**src/rtl/core/osb_pkg.sv**
```systemverilog
// Shared constants, codes and types of the one-shot timer bank.
`default_nettype none

package osb_pkg;

  // Bank size and the widths that follow from it.
  localparam int SLOTS  = 16;
  localparam int CNT_W  = $clog2(SLOTS + 1);

  // Field widths of the input and result words.
  localparam int MODE_W = 2;
  localparam int TAG_W  = 16;
  localparam int TIME_W = 32;
  localparam int OCC_W  = 5;

  // Operation codes carried in the mode field.
  localparam logic [MODE_W-1:0] MODE_ADD   = 2'd0;
  localparam logic [MODE_W-1:0] MODE_TICK  = 2'd1;
  localparam logic [MODE_W-1:0] MODE_CLEAR = 2'd2;

  // Result kinds.
  localparam logic KIND_REPORT = 1'b0;
  localparam logic KIND_STATUS = 1'b1;

  // Sequencer states.
  typedef enum logic [1:0] {
    S_IDLE,
    S_COUNT,
    S_RUN,
    S_STATUS
  } osb_state_t;

  // Contents of one timer cell.
  typedef struct packed {
    logic [TIME_W-1:0] remain;
    logic [TAG_W-1:0]  tag;
    logic              fire;
  } cell_data_t;

  // Per-cell control from the sequencer.
  typedef struct packed {
    logic shift;
    logic load;
    logic flag;
  } cell_ctrl_t;

endpackage

`default_nettype wire

```
**src/rtl/core/osb_ifs.sv**
```systemverilog
// Handshake interfaces for the input and result channels of the timer bank.
`default_nettype none

interface osb_req_if import osb_pkg::*; ();
  logic              valid;
  logic              ready;
  logic [MODE_W-1:0] mode;
  logic [TAG_W-1:0]  event_tag;
  logic [TIME_W-1:0] delay_amount;
  logic [TIME_W-1:0] tick_amount;

  modport source (output valid, output mode, output event_tag,
                  output delay_amount, output tick_amount, input ready);
  modport sink   (input valid, input mode, input event_tag,
                  input delay_amount, input tick_amount, output ready);
endinterface

interface osb_rsp_if import osb_pkg::*; ();
  logic             valid;
  logic             ready;
  logic             item_kind;
  logic [TAG_W-1:0] fired_tag;
  logic             add_refused;
  logic [OCC_W-1:0] occupancy;
  logic             last_item;

  modport source (output valid, output item_kind, output fired_tag,
                  output add_refused, output occupancy, output last_item,
                  input ready);
  modport sink   (input valid, input item_kind, input fired_tag,
                  input add_refused, input occupancy, input last_item,
                  output ready);
endinterface

`default_nettype wire

```
**src/rtl/core/osb_cell.sv**
```systemverilog
// One timer cell: holds a remaining time, a tag and a fire flag.
`default_nettype none

module osb_cell import osb_pkg::*; (
  input  wire logic              clk,
  input  wire cell_ctrl_t        ctrl,
  input  wire cell_data_t        nbr,
  input  wire cell_data_t        load_data,
  input  wire logic [TIME_W-1:0] elapsed,
  output cell_data_t             q
);

  cell_data_t data;

  // A load takes priority over a shift; the fire flag is evaluated in place.
  always_ff @(posedge clk) begin
    if (ctrl.load) begin
      data <= load_data;
    end else if (ctrl.shift) begin
      data <= nbr;
    end else if (ctrl.flag) begin
      data.fire <= (elapsed > data.remain);
    end
  end

  assign q = data;

endmodule

`default_nettype wire

```
**src/rtl/core/one_shot_timer_bank_unit.sv**
```systemverilog
// One-shot timer bank: top level with the cell chain, sequencer and output register.
//
// Usage: words arrive on req (valid/ready) and results leave on rsp (valid/ready).
// A word with mode add appends a timer, tick ages all timers, clear empties the bank.
// Each word produces zero or more fired reports followed by one status word with
// last_item set; every result carries the occupancy left after the operation.
// req.ready is high only while the sequencer is idle, so one word is worked at a time.
// Add, clear and the unused mode code go from idle straight to the status state, which
// loads their status word into the output register once it is free. A tick first flags
// every cell in parallel, counts the survivors, then walks the chain: the head cell is
// examined once a cycle, unless a firing head waits for the output register, and either
// reported or pushed back to the tail of the live region. The status word ends the walk.
// The walk must finish before the next word is accepted. When the receiver stalls, the
// result stays in the output register and the walk pauses at the next timer that fires.
// Reset empties the bank and drops any pending result; the cell contents are not cleared
// and are only read below the held count.
`default_nettype none

module one_shot_timer_bank_unit import osb_pkg::*; (
  input  wire logic clk,
  input  wire logic rst,
  osb_req_if.sink   req,
  osb_rsp_if.source rsp
);

  osb_state_t        state, state_next;
  logic [CNT_W-1:0]  held_count;
  logic [CNT_W-1:0]  qlen;
  logic [CNT_W-1:0]  steps_left;
  logic [CNT_W-1:0]  final_cnt;
  logic              refused;
  logic [TIME_W-1:0] elapsed;

  logic              out_valid;
  logic              out_kind;
  logic [TAG_W-1:0]  out_tag;
  logic              out_refused;
  logic [OCC_W-1:0]  out_occ;
  logic              out_last;

  cell_data_t        cell_q [SLOTS];
  cell_ctrl_t        cell_ctrl [SLOTS];
  cell_data_t        load_data;
  cell_data_t        head;
  logic [SLOTS-1:0]  fire_vec;
  logic [SLOTS-1:0]  live_mask;
  logic [CNT_W-1:0]  fired_cnt;

  logic              accept;
  logic              full;
  logic              out_free;
  logic              step_go;
  logic              emit_rep;
  logic              emit_stat;
  logic              req_ready;

  assign head     = cell_q[0];
  assign full     = (held_count >= CNT_W'(SLOTS));
  assign out_free = !out_valid || rsp.ready;
  assign accept   = req.valid && req_ready;
  assign req.ready = req_ready;

  // Next-state logic of the sequencer.
  always_comb begin
    state_next = state;
    unique case (state)
      S_IDLE: begin
        if (accept) begin
          state_next = (req.mode == MODE_TICK) ? S_COUNT : S_STATUS;
        end
      end
      S_COUNT: begin
        state_next = S_RUN;
      end
      S_RUN: begin
        if (steps_left == '0) begin
          state_next = S_STATUS;
        end
      end
      S_STATUS: begin
        if (out_free) begin
          state_next = S_IDLE;
        end
      end
      default: begin
        state_next = S_IDLE;
      end
    endcase
  end

  // Output decode of the sequencer.
  always_comb begin
    req_ready = 1'b0;
    step_go   = 1'b0;
    emit_rep  = 1'b0;
    emit_stat = 1'b0;
    unique case (state)
      S_IDLE: begin
        req_ready = 1'b1;
      end
      S_COUNT: begin
      end
      S_RUN: begin
        step_go  = (steps_left != '0) && (!head.fire || out_free);
        emit_rep = (steps_left != '0) && head.fire && out_free;
      end
      S_STATUS: begin
        emit_stat = out_free;
      end
      default: begin
      end
    endcase
  end

  always_ff @(posedge clk) begin
    if (rst) begin
      state <= S_IDLE;
    end else begin
      state <= state_next;
    end
  end

  // Data loaded into a cell: a new timer on add, the aged head on a survivor push.
  always_comb begin
    if (state == S_IDLE) begin
      load_data.remain = req.delay_amount;
      load_data.tag    = req.event_tag;
    end else begin
      load_data.remain = head.remain - elapsed;
      load_data.tag    = head.tag;
    end
    load_data.fire = 1'b0;
  end

  // Per-cell control and the chain of cells.
  for (genvar g = 0; g < SLOTS; g++) begin : g_cell
    cell_data_t nbr;

    if (g == SLOTS - 1) begin : g_tail
      assign nbr = cell_q[g];
    end else begin : g_mid
      assign nbr = cell_q[g+1];
    end

    assign cell_ctrl[g].shift = step_go;
    assign cell_ctrl[g].load  =
        (accept && (req.mode == MODE_ADD) && !full && (CNT_W'(g) == held_count)) ||
        (step_go && !head.fire && (CNT_W'(g) == qlen - CNT_W'(1)));
    assign cell_ctrl[g].flag  = accept && (req.mode == MODE_TICK);

    assign fire_vec[g]  = cell_q[g].fire;
    assign live_mask[g] = (CNT_W'(g) < qlen);

    osb_cell u_cell (
      .clk       (clk),
      .ctrl      (cell_ctrl[g]),
      .nbr       (nbr),
      .load_data (load_data),
      .elapsed   (req.tick_amount),
      .q         (cell_q[g])
    );
  end

  assign fired_cnt = CNT_W'($countones(fire_vec & live_mask));

  // Bank bookkeeping: held count, refusal flag, walk counters, survivor count and the tick amount.
  always_ff @(posedge clk) begin
    if (rst) begin
      held_count <= '0;
      qlen       <= '0;
      steps_left <= '0;
      final_cnt  <= '0;
      refused    <= 1'b0;
    end else begin
      if (accept) begin
        refused    <= 1'b0;
        qlen       <= held_count;
        steps_left <= held_count;
        case (req.mode)
          MODE_ADD: begin
            if (full) begin
              refused <= 1'b1;
            end else begin
              held_count <= held_count + CNT_W'(1);
            end
          end
          MODE_CLEAR: begin
            held_count <= '0;
          end
          default: begin
          end
        endcase
      end
      if (state == S_COUNT) begin
        final_cnt <= qlen - fired_cnt;
      end
      if (step_go) begin
        steps_left <= steps_left - CNT_W'(1);
        if (head.fire) begin
          qlen <= qlen - CNT_W'(1);
        end
      end
      if ((state == S_RUN) && (steps_left == '0)) begin
        held_count <= qlen;
      end
    end
  end

  always_ff @(posedge clk) begin
    if (accept) begin
      elapsed <= req.tick_amount;
    end
  end

  // Output register.
  always_ff @(posedge clk) begin
    if (rst) begin
      out_valid <= 1'b0;
    end else if (emit_rep || emit_stat) begin
      out_valid <= 1'b1;
    end else if (rsp.ready) begin
      out_valid <= 1'b0;
    end
  end

  always_ff @(posedge clk) begin
    if (emit_rep) begin
      out_kind    <= KIND_REPORT;
      out_tag     <= head.tag;
      out_refused <= 1'b0;
      out_occ     <= OCC_W'(final_cnt);
      out_last    <= 1'b0;
    end else if (emit_stat) begin
      out_kind    <= KIND_STATUS;
      out_tag     <= '0;
      out_refused <= refused;
      out_occ     <= OCC_W'(held_count);
      out_last    <= 1'b1;
    end
  end

  assign rsp.valid       = out_valid;
  assign rsp.item_kind   = out_kind;
  assign rsp.fired_tag   = out_tag;
  assign rsp.add_refused = out_refused;
  assign rsp.occupancy   = out_occ;
  assign rsp.last_item   = out_last;

  // The bank never holds more timers than it has cells.
  a_held_bound: assert property (@(posedge clk) disable iff (rst)
    held_count <= CNT_W'(SLOTS))
    else $error("held count exceeds bank size");

  // During the walk the live region always covers the timers still to examine.
  a_walk_cover: assert property (@(posedge clk) disable iff (rst)
    (state == S_RUN) |-> (qlen >= steps_left))
    else $error("live region smaller than remaining walk");

  // At the end of the walk the survivors match the count taken before it.
  a_walk_count: assert property (@(posedge clk) disable iff (rst)
    ((state == S_RUN) && (steps_left == '0)) |-> (qlen == final_cnt))
    else $error("survivor count differs from precount");

  // Reports are never marked last and never carry a refusal.
  a_report_form: assert property (@(posedge clk) disable iff (rst)
    (out_valid && (out_kind == KIND_REPORT)) |-> (!out_last && !out_refused))
    else $error("malformed fired report");

  // Only idle accepts a word; an accepted tick always moves the sequencer on to the count state.
  a_no_accept_busy: assert property (@(posedge clk) disable iff (rst)
    (accept && (req.mode == MODE_TICK)) |=> (state == S_COUNT))
    else $error("tick did not start its count");

endmodule

`default_nettype wire
```
**src/flat_wrapper.sv**
```systemverilog
// flat-port wrapper written by rule: the top's interface ports become plain ports
module one_shot_timer_bank_unit_flat import osb_pkg::*;
  (clk, rst, req_valid, req_mode, req_event_tag, req_delay_amount, req_tick_amount, req_ready, rsp_valid, rsp_item_kind, rsp_fired_tag, rsp_add_refused, rsp_occupancy, rsp_last_item, rsp_ready);
  osb_req_if req_i ();
  osb_rsp_if rsp_i ();
  input  wire logic clk;
  input  wire logic rst;
  input wire logic [$bits(req_i.valid)-1:0] req_valid;
  input wire logic [$bits(req_i.mode)-1:0] req_mode;
  input wire logic [$bits(req_i.event_tag)-1:0] req_event_tag;
  input wire logic [$bits(req_i.delay_amount)-1:0] req_delay_amount;
  input wire logic [$bits(req_i.tick_amount)-1:0] req_tick_amount;
  output wire logic [$bits(req_i.ready)-1:0] req_ready;
  output wire logic [$bits(rsp_i.valid)-1:0] rsp_valid;
  output wire logic [$bits(rsp_i.item_kind)-1:0] rsp_item_kind;
  output wire logic [$bits(rsp_i.fired_tag)-1:0] rsp_fired_tag;
  output wire logic [$bits(rsp_i.add_refused)-1:0] rsp_add_refused;
  output wire logic [$bits(rsp_i.occupancy)-1:0] rsp_occupancy;
  output wire logic [$bits(rsp_i.last_item)-1:0] rsp_last_item;
  input wire logic [$bits(rsp_i.ready)-1:0] rsp_ready;
  assign req_i.valid = req_valid;
  assign req_i.mode = req_mode;
  assign req_i.event_tag = req_event_tag;
  assign req_i.delay_amount = req_delay_amount;
  assign req_i.tick_amount = req_tick_amount;
  assign req_ready = req_i.ready;
  assign rsp_valid = rsp_i.valid;
  assign rsp_item_kind = rsp_i.item_kind;
  assign rsp_fired_tag = rsp_i.fired_tag;
  assign rsp_add_refused = rsp_i.add_refused;
  assign rsp_occupancy = rsp_i.occupancy;
  assign rsp_last_item = rsp_i.last_item;
  assign rsp_i.ready = rsp_ready;
  one_shot_timer_bank_unit u_core (.clk(clk), .rst(rst), .req(req_i), .rsp(rsp_i));
endmodule
```
**config.mk**
```make
export PLATFORM = sky130hd
export DESIGN_NAME = one_shot_timer_bank_unit_flat
export DESIGN_NICKNAME = d
export VERILOG_FILES = /design/src/rtl/core/osb_pkg.sv /design/src/rtl/core/osb_ifs.sv /design/src/rtl/core/osb_cell.sv /design/src/rtl/core/one_shot_timer_bank_unit.sv /design/src/flat_wrapper.sv
export SDC_FILE = /design/constraint.sdc
export NUM_CORES = 2
export LEC_CHECK = 0
export ABC_AREA = 1
export CAP_MARGIN = 20
export CORE_MARGIN = 1
export CORE_UTILIZATION = 25
export DETAILED_ROUTE_END_ITERATION = 8
export DONT_BUFFER_PORTS = 1
export PLACE_DENSITY_LB_ADDON = 0.1
export RECOVER_POWER = 100
export SLEW_MARGIN = 20
export SYNTH_ARGS = -nofsm -noshare
export SYNTH_HDL_FRONTEND = slang
export SYNTH_SLANG_ARGS = --single-unit
```
**constraint.sdc**
```tcl
create_clock -name clk -period 4.8 [get_ports clk]
set_input_delay 0.48 -clock clk [delete_from_list [all_inputs] [get_ports clk]]
set_output_delay 0.48 -clock clk [all_outputs]
set_load 0.005 [all_outputs]
```
; ---- Yosys cells after proc, flatten, opt, wreduce, memory -nomap -nowiden
; Index checks and enable logic that the tools add are counted.
[totals]
reg_bits = 863
in_bits = 86
output_inout_bits = 26
word_cells = 334
[op_classes]
addsub = 20
magnitude_cmp = 33
eq_ne = 39
n_mux = 87
bitwise = 2
reduce_logical = 93
[op_table]
columns = operator, count
row1 = $mux W48, 16
row2 = $mux W49, 15
row3 = $gt A32 B32 Y1, 16
row4 = $eq A4 B5 Y1 const A, 16
row5 = $mux W5, 10
row6 = $logic_and A1 B1 Y1, 41
row7 = $eq A3 B5 Y1 const A, 8
row8 = $lt A4 B5 Y1 const A, 8
row9 = $reduce_bool A2 Y1, 20
row10 = $mux W1, 38
row11 = $add A5 B5 Y5, 7
row12 = $mux W16, 2
row13 = $sub A32 B32 Y32, 1
row14 = $eq A2 B5 Y1 const A, 4
row15 = $lt A3 B5 Y1 const A, 4
row16 = $logic_or A1 B1 Y1, 19
row17 = $add A1 B1 Y2, 8
row18 = $and A16 B16 Y16, 1
row19 = $logic_not A5 Y1, 3
row20 = $eq A1 B5 Y1 const A, 2
row21 = $lt A1 B5 Y1 const A, 2
row22 = $lt A2 B5 Y1 const A, 2
row23 = $pmux W5 S2, 1
row24 = $sub A5 B1 Y5 const B, 2
row25 = 17 further kinds, 28

; ---- Depth between registers and ports, before layout
[depth]
word_depth = 9
depth_mapped = 21
depth_no_buf = 20

; ---- Hierarchy
; A second synthesis with hierarchy kept.
[unflattened]
hier_cells = 6816
area_unflattened_um2 = 55509.5
[modules_own_cells]
columns = module, instances, cells_each, area_each_um2
row1 = osb_cell, 16, 354, 2991.6
row2 = one_shot_timer_bank_unit, 1, 1152, 7643.6

; ---- Worst setup path after synthesis
; No wires, ideal clock.
[synth_timing]
kind = reg2reg
start = register u_core.state[0]
end = register u_core.g_cell[15].u_cell.data, in the netlist u_core.g_cell[15].u_cell.q[10], enable pin
setup_ns = 0.523
arrival_ns = 4.433
required_ns = 4.277
setup_slack_ns = -0.156
path_stages_with_launch = 8
period_less_slack_ns = 4.956
cell_sequence = dfxtp_1 -> inv_1 -> ha_1 -> buf_2 -> nand2_1 -> inv_2 -> nand3_2 -> o21ai_0
[synth_lines]
columns = element, line_no
row1 = "start, declared", one_shot_timer_bank_unit.sv:26  ; osb_state_t state, state_next;
row2 = "start signal, assigned", one_shot_timer_bank_unit.sv:119  ; state <= state_next;
row3 = "end signal, assigned", osb_cell.sv:18  ; data <= load_data;
row4 = "end signal, assigned", osb_cell.sv:20  ; data <= nbr;
row5 = "end, declared", osb_cell.sv:13  ; cell_data_t data;

; ---- Worst setup path after layout
[layout_timing]
start = register u_core.state[0]
end = register u_core.g_cell[4].u_cell.data, in the netlist u_core.g_cell[4].u_cell.q[10], enable pin
[layout_between]
elab_chain_cells = 8
[layout_rtl]
columns = element, line_no
row1 = $logic_not A2 Y1, one_shot_timer_bank_unit.sv:97  ; unique case (state)
row2 = $mux W1, one_shot_timer_bank_unit.sv:97
row3 = $logic_and A1 B1 Y1, one_shot_timer_bank_unit.sv:60  ; assign accept = req.valid && req_ready;
row4 = $logic_and A1 B1 Y1 (3 in series), one_shot_timer_bank_unit.sv:147  ; (accept && (req.mode == MODE_ADD) && !full && (CNT_W'(g) == held_count)) ||
row5 = $logic_or A1 B1 Y1, one_shot_timer_bank_unit.sv:147
row6 = $reduce_bool A2 Y1 (no line) *, -
row7 = "end signal, assigned", osb_cell.sv:18
row8 = "end signal, assigned", osb_cell.sv:20
row9 = "end, declared", osb_cell.sv:13
; Mark *: on every way between the ends. The rest lies on a longest branch, timed or not.
; A chain may end at the register's enable or synchronous reset.

==> flow_summary.ini <==
[synthesis]
synth-seq-area-share = 0.4759
synth_xor_xnor_area_share = 0.002943
synth_compound_area_frac = 0.08060
yosys.area_share.simple = 0.2158
synth_seq_cells = 863
synth_edf_count = 821
synthMuxAreaShare = 0
syn_avg_cell_area_um2 = 8.541
synth_fa_ha_area_frac = 0.1394
synth_top_family_by_area = simple AND/OR/NAND/NOR gates
synth_warnings = 0
syn_nets = 6946
synth_area_mm2 = 0.05357
synthCells = 6272
synthFlopType = edfxtp_1
synthArstFlopShare = 0
yosysUniqueCellTypes = 43

[power]
irDropWorstVdd_mv = 0.2965
p_int_mw = 14.54
swShare = 0.3591
p_per_area_mw_per_mm2 = 378.3
p_switching_mw = 8.148
clkPwrFrac = 0.357
pwr-share-seq = 0.392
leakagePower_nw = 26.82
combPwrFrac = 0.251

[die]
die_area_mm2 = 0.2161
start_util = 0.2521
core_mm2 = 0.2125
core.rowCount = 169
die_x_um = 464.9
dieHeight_um = 464.9
io_pins = 112

[setup_path]
worstReg2RegEnd = u_core.g_cell[4].u_cell.q[10]
path_class = reg -> reg
worstSetupStartpoint = u_core.state[0]
r2r_slack_ps = 330
cp.arrival_ps = 4860
cp_cell_sequence = inv_1 -> ha_1 -> nand2_1 -> inv_1 -> nand3_2 -> nor3_1 -> nand2_1 -> nand2_1 -> inv_1 -> nand2_1 -> clkbuf_4
cp.required_ps = 5190
rr_worst_depth = 11
cp_common_cell = nand2_1
critPathCapture = u_core.g_cell[4].u_cell.q[10]
max_stage_delay_ps = 790
worstSetupStartpointType = flop
r2r-start = u_core.state[0]
crit_path_end_kind = flop
crit_fanout = 37
crit_path_top_delay_cell = nor3_1

[global_routing]
grt_pass1_wl_mm = 252.0
grt-ovfl-total = 0
grt_max_degree = 62
antenna_found_initial = 15
track_usage = 0.1556
grt_pass1_vias = 40000

[routing]
drt_pass1_iterations = 7
dr_total_vias = 39720
drtAntennaViolNets = 0
route.detailed.drc = 24
routedWlPerCell_um = 18.40
drt-initial-drc-count = 2239
routed_via_density = 4.333
drt_wl_total_mm = 168.7

[timing]
slew_headroom = -0.8782
grt_setup_unrepaired = false
finalHoldViolCount = 0
whs_ps = 83.42
layout_min_cycle_time_ps = 4472
setup_tns_ps = 0
finClkSkew_ps = 39.93
worst_pin_slew_ps = 2788
fin_crit_sh = 0.9317
slew_viol_final = 684
finalSetupViolations = 0
max_freq_mhz = 223.6

[clock_network]
cts_buffers = 111
cts.sinks = 863
clock_latency_ps = 740
clk_path_buf_depth = 3
cts_root_buffer = clkbuf_16
cts_tree = done
clk_pin_slew_ps = 60
htree_num_levels = 3
cts_setup_buffers = 0

[placed_design]
gp_congestion = 0.8376
dpl-instance-area_mm2 = 0.05649
io_buffers = 0
hpwl_mm = 126.8
dp_cells = 8927

[final_layout]
instances_no_fill = 9167
fill_cells = 22593
drive_above_1_share = 0.04320
area_growth_pct = 11.94
stdcell_area_mm2 = 0.05997
final_nets = 6927

[outcome]
run_status = finished, violations left
violations = design-rule violations, max-capacitance violations, max-slew violations

[run]
cap_violations = 28

[worst_hold_path]
hold_path.class = in -> reg
critical path, delay by kind of cell, from the launching register on:
kind | cells | cell delay (ps)
flip-flops | 1 | 340
AND/OR/NAND/NOR | 6 | 2290
adder cells (fa/ha/maj) | 1 | 170
buffers and inverters | 4 | 1300
state kept, by name (all words and copies together), names as in the netlist, 2 cells and up:
signal / count
u_core.g_cell.u_cell.q: 784
u_core.elapsed: 32
u_core.rsp.fired_tag: 16
u_core.final_cnt: 5
u_core.held_count: 5
u_core.qlen: 5
u_core.rsp.occupancy: 5
u_core.steps_left: 5
u_core.state: 2
logic make-up after synthesis:
logic type,Yosys count
fa+ha+maj,588
simple gates,2870
flops,863
xor+xnor,18
compound gates,821
buf+inv,1112
cells in the mapped netlist (20+ instances only):
library cell / instances / area [um2]
o21a_1: 31 / 232.7
nand2_2: 20 / 125.1
nand3_1: 253 / 1266
nand4_1: 49 / 306.5
buf_2: 142 / 710.7
ha_1: 573 / 7169
a21oi_1: 352 / 1762
o21ai_0: 296 / 1481
edfxtp_1: 821 / 24650
inv_2: 23 / 86.33
nand2_1: 2236 / 8393
nor2_1: 214 / 803.3
clkbuf_1: 48 / 180.2
dfxtp_1: 42 / 840.8
o21ai_1: 83 / 415.4
buf_4: 31 / 232.7
inv_1: 851 / 3194
layout make-up:
type                    instances  area (um2)  share of cell area
multi-input cells            4297       23440              0.3909
flip-flops and latches        863       25500              0.4252
repair buffers                106       764.5             0.01275
inverters                     874        3281             0.05471
clock buffers                 145        3000             0.05003
diodes                          3       7.507           0.0001252
well taps                    2821        3530             0.05886
clock inverters                58       446.7            0.007449
metal layers:
metal | share of wire | wire [um] | GRT usage
met3 | 0.041 | 6883 | 0.02165
met2 | 0.43 | 72250 | 0.2422
met5 | 0 | 0 | 0
met1 | 0.51 | 86500 | 0.2252
met4 | 0.018 | 3060 | 0.03738
power by group through the flow:
stage / Sequential, mW / Combinational, mW / Clock, mW
after floorplan: 9.00 / 3.50 / 0
after global placement: 9.05 / 5.91 / 0
after detailed placement: 9.05 / 5.92 / 0
after CTS: 8.90 / 5.99 / 8.43
after global routing: 8.94 / 6.38 / 8.67
final: 8.90 / 5.69 / 8.09
timing repair:
action / 4_1_cts / 5_1_grt
hold buffers: 34 / 0
endpoints found under the hold margin: 45 / 0
resized for setup: 0 / 2
endpoints found under the setup margin: 0 / 2
stage by stage:
stage          worst slack [ps]  power, mW    util
2_1_floorplan             447.5      12.49       -
3_3_place_gp              80.80      14.96  0.2658
3_5_place_dp              249.2      14.97  0.2658
4_1_cts                   186.6      23.33  0.2837
5_1_grt                   16.85      23.98  0.2822
6_report                  328.0      22.69  0.2822
placed cells by master, fill, tap and decap left out, types with 34 or more instances in the layout:
| cell | n |
|---|---|
| a21oi_1 | 352 |
| nor2_1 | 215 |
| o21ai_0 | 371 |
| inv_1 | 859 |
| nand4_1 | 49 |
| dfxtp_1 | 40 |
| clkbuf_16 | 115 |
| edfxtp_1 | 821 |
| ha_1 | 573 |
| dlygate4sd3_1 | 34 |
| nand3_1 | 255 |
| nand2_1 | 2246 |
| clkbuf_1 | 43 |
how the worst min path moves through the flow:
| stage | start | endpoint | slack, ps | depth (start not counted) |
|---|---|---|---|---|
| 4_1_cts | req_mode[1] | u_core.held_count[0] | 0.3 | 3 |
| 3_5_place_dp | u_core.steps_left[1] | u_core.steps_left[1] | 450 | 2 |
| 6_report | req_mode[1] | u_core.held_count[0] | 80 | 3 |
| 3_3_place_gp | u_core.steps_left[1] | u_core.steps_left[1] | 450 | 2 |
| 2_1_floorplan | u_core.steps_left[1] | u_core.steps_left[1] | 440 | 2 |
| 5_1_grt | req_mode[1] | u_core.held_count[0] | 40 | 3 |
No activity file was read; power rests on OpenSTA's default activity.
